`src/tfs_pkg.sv`:
```
`timescale 1ns / 1ps
// ----------------------------------------------------------------------------
// tfs_pkg: shared types and widths for the triangle placement block
// fixed field widths and the entry and sideband structs passed between units
// ----------------------------------------------------------------------------
package tfs_pkg;

	localparam int SIDE_W = 31;          // side length width
	localparam int SQ_W   = 2 * SIDE_W;  // square of a side
	localparam int NUM_W  = SQ_W + 1;    // sum of two squares
	localparam int DEN_W  = SIDE_W + 1;  // twice the base
	localparam int X_W    = SIDE_W + 1;  // signed x coordinate

	// classified item handed from front to back
	typedef struct packed {
		logic              err;
		logic [SIDE_W-1:0] a;
		logic [SQ_W-1:0]   a2;
		logic [SQ_W-1:0]   b2;
		logic [SQ_W-1:0]   c2;
	} fent_t;

	// sideband carried through the divider
	typedef struct packed {
		logic              err;
		logic [SIDE_W-1:0] a;
		logic [SQ_W-1:0]   c2;
	} dside_t;

	// sideband carried through the square root
	typedef struct packed {
		logic                err;
		logic [SIDE_W-1:0]   a;
		logic signed [X_W-1:0] x;
	} sside_t;

endpackage

```
`src/tfs_queue.sv`:
```
`timescale 1ns / 1ps
// ----------------------------------------------------------------------------
// tfs_queue: decoupling queue
// short fifo of classified items between the front and the back
// ----------------------------------------------------------------------------
module tfs_queue import tfs_pkg::*; #(
	parameter int DEPTH = 4
) (
	input  logic  clk,
	input  logic  arst_n,
	input  logic  push,
	input  fent_t push_data,
	output logic  full,
	input  logic  pop,
	output logic  nonempty,
	output fent_t head
);

	localparam int PW = (DEPTH > 1) ? $clog2(DEPTH) : 1;
	localparam int CW = $clog2(DEPTH + 1);

	fent_t         mem_q [DEPTH];
	logic [PW-1:0] wr_q, rd_q;
	logic [CW-1:0] cnt_q;

	assign full     = (cnt_q == CW'(DEPTH));
	assign nonempty = (cnt_q != '0);
	assign head     = mem_q[rd_q];

	always_ff @(posedge clk) begin
		if (push) begin
			mem_q[wr_q] <= push_data;
		end
	end

	always_ff @(posedge clk or negedge arst_n) begin
		if (!arst_n) begin
			wr_q  <= '0;
			rd_q  <= '0;
			cnt_q <= '0;
		end else begin
			if (push) begin
				wr_q <= (wr_q == PW'(DEPTH - 1)) ? '0 : wr_q + 1'b1;
			end
			if (pop) begin
				rd_q <= (rd_q == PW'(DEPTH - 1)) ? '0 : rd_q + 1'b1;
			end
			if (push && !pop) begin
				cnt_q <= cnt_q + 1'b1;
			end else if (pop && !push) begin
				cnt_q <= cnt_q - 1'b1;
			end
		end
	end

endmodule

```
`config.mk`:
```
export PLATFORM = sky130hd
export DESIGN_NAME = tfs_queue
export DESIGN_NICKNAME = d
export VERILOG_FILES = /design/src/tfs_pkg.sv /design/src/tfs_queue.sv
export SDC_FILE = /design/constraint.sdc
export NUM_CORES = 1
export LEC_CHECK = 0
export BUFFER_PORTS_ARGS = -buffer_cell sky130_fd_sc_hd__buf_2
export CAP_MARGIN = 20
export CORE_MARGIN = 4
export CORE_UTILIZATION = 45
export DETAILED_ROUTE_END_ITERATION = 6
export PLACE_DENSITY_LB_ADDON = 0.15
export SLEW_MARGIN = 10
export SYNTH_ARGS = -nofsm -noshare
export SYNTH_HDL_FRONTEND = slang
export SYNTH_SLANG_ARGS = --single-unit
```
`constraint.sdc`:
```
create_clock -name clk -period 8.35 [get_ports clk]
set_input_delay 1.2525 -clock clk [delete_from_list [all_inputs] [get_ports clk]]
set_output_delay 1.2525 -clock clk [all_outputs]
set_load 0.05 [all_outputs]
```
==> metrics.cfg <==
[clock_tree]
cts_buffers=89
ctsResizeCount=0
clockBufferDepth=3
hold_buffers=0
clk_pin_slew_ns=0.06
root_buffer=clkbuf_16
h-tree-depth=3
cts_tree=built
cts.sinks=879
cts_setup_buffers=0
worstSkewPairLatency_ns=0.63

[timing]
fin_skew_ns=0.0227
hold_slack_ns=0.457
fmax_mhz=227
slew-limit-headroom_pct=26.4
finalSetupViolCount=0
slew_viol_final=0
hold_viol=0
fin_crit_ns=4.40
period_share_pct=52.7
rsz0062_at_grt=no
worstMarginPinSlew_ns=1.10
tns_ns=0

[setup_path]
r2r_cells=4
required_ns=7.10
worstSetupPathType=reg2out
worstPathMaxFanout=109
crit_path_max_incr_delay_ns=0.73
end_kind=output port
start_kind=register
reg2reg_to=mem_q[3][0]
cp_slowest_cell=dfrtp_4
arrival_ns=3.15
reg2reg_from=wr_q[0]
rrSetupSlack_ns=5.61
path_cells=buf_12 > mux4_2 > buf_2

[grt]
grt_antenna_before_repair=22
grt_usage_pct=17.0
grt_pass1_wl_um=95700
grt_pass1_vias=14800
grt_overflow=0
grt_max_degree=120

[die]
dieHeight_um=275
row_count=97
initial_core_util_pct=45.6
core_mm2=0.0704
dieArea_mm2=0.0756
ios=442
fp.dieW_um=275

[final_layout]
final_nets=1901
nFillCells=5481
multi_input_area_mm2=0.00514
syn_to_final_growth_pct=18.0
register_area_mm2=0.0264
drive_gt1_share_pct=45.8
final_core_util_pct=53.8
fin_area_mm2=0.0379

[synth]
synth_area_leader_cell=edfxtp_1
syn_nets=1405
synth_seq_cells=879
synthArstFlopShare_pct=0.796
yosysMostFrequentCell=edfxtp_1
avgSynthCellArea_um2=27.3
synth_ff_type=edfxtp_1
ys_seq_area_share_pct=82.2
synthesis.area_mm2=0.0321
netlist_top_cells_area=edfxtp_1 (82%), mux4_2 (15%), buf_12 (1.3%)
synth-edff-count=872
yosysWarnings=0
yosysTopAreaCellShare_pct=81.6
ys_types=21
synth_commonest_cells=edfxtp_1 (872), mux4_2 (218), buf_2 (23)
synth_cells=1176

[min_path]
hp-class=in2async

[drt]
ant_nets=0
wl_per_cell_um=24.1
drt_iter0_drc=904
first_pass_iters=5
routed-via-count=14200
post-route-drc-count=0
routed_wl_um=64700
viasPerCell=5.27

[placed_design]
port-buffer-count=441
place_area_mm2=0.0351
gp_congestion=0.720
dp_hpwl_um=38400

[outcome]
status=finished clean

[job]
cap_violations=0

[power_and_ir_drop]
p_leak_nw=12.8
p_per_area_mw_per_mm2=404
vdd_ir_drop_max_uv=266

registers in the layout, indices dropped and copies added, names as in the netlist:
| register | flops |
|---|---|
| mem_q | 872 |
| cnt_q | 3 |
| rd_q | 2 |
| wr_q | 2 |
how the worst max path moves through the flow:
stage / from / end / slack [ns] / cells past startpoint
2_1_floorplan: push / mem_q[2][0] / 1.55 / 1
4_1_cts: rd_q[0] / head[45] / 3.82 / 3
5_1_grt: rd_q[0] / head[45] / 3.67 / 3
3_3_place_gp: rd_q[0] / head[45] / 4.53 / 3
6_report: rd_q[0] / head[45] / 3.95 / 3
3_5_place_dp: rd_q[0] / head[45] / 4.51 / 3
layout make-up:
type,count,share of cell area (%)
clock buffers,112,6.22
clock inverters,44,1.05
repair buffers,454,6.32
inverters,4,0.0396
well taps,940,3.11
diodes,9,0.0595
flip-flops and latches,879,69.6
multi-input cells,244,13.6
worst max-delay path: cells and delay by family (launching register included):
family / cells / cell delay, ns
multiplexers: 1 / 0.64
flip-flops: 1 / 0.73
buffers and inverters: 2 / 0.83
routing by layer:
layer / global-route usage [%] / vias up / wire (um)
li1: - / 6135 / -
met1: 21.9 / 7488 / 25100
met2: 27.6 / 407 / 32600
met3: 6.29 / 111 / 5540
met4: 4.46 / 22 / 1360
met5: 0 / - / 140
stage by stage:
| step | setup WS, ns | power (mW) | std cells |
|---|---|---|---|
| 3_3_place_gp | 4.53 | 11.8 | 2521 |
| 4_1_cts | 3.82 | 15.6 | 2677 |
| 2_1_floorplan | 1.55 | 10.7 | 1176 |
| 6_report | 3.95 | 15.3 | 2686 |
| 3_5_place_dp | 4.51 | 11.8 | 2521 |
| 5_1_grt | 3.67 | 16.0 | 2681 |
report_power, final:
group	switching [mW]	leakage (nW)	internal (mW)	total [mW]
Clock	1.57	1.35	2.18	3.75
Combinational	4.06	3.32	1.63	5.69
Sequential	0.215	8.09	5.66	5.87
Total	5.85	12.8	9.47	15.3
cells by family after synthesis:
kind of cell	Yosys count	share of synthesized area, %
XOR/XNOR	3	0.0819
multiplexers	221	15.4
flip-flops	879	82.2
AND/OR/NAND/NOR	11	0.179
buffers and inverters	53	1.84
adder cells (fa/ha/maj)	7	0.296
AO/OA/AOI/OAI	2	0.0312
layout by cell type, fill, tap and decap left out, types with 4 or more instances in the layout:
| cell type | Yosys | final |
|---|---|---|
| buf_12 | 21 | 7 |
| edfxtp_1 | 872 | 872 |
| mux4_2 | 218 | 218 |
| ha_1 | 6 | 6 |
| buf_4 | 1 | 6 |
| diode_2 | 0 | 9 |
| clkbuf_1 | 2 | 21 |
| bufinv_16 | 0 | 6 |
| dfrtp_1 | 7 | 5 |
| and2_4 | 0 | 4 |
| clkbuf_16 | 0 | 91 |
| clkinv_2 | 0 | 14 |
| clkinv_1 | 0 | 20 |
| buf_2 | 23 | 441 |
| inv_1 | 4 | 4 |
No activity file was read; power rests on OpenSTA's default activity.
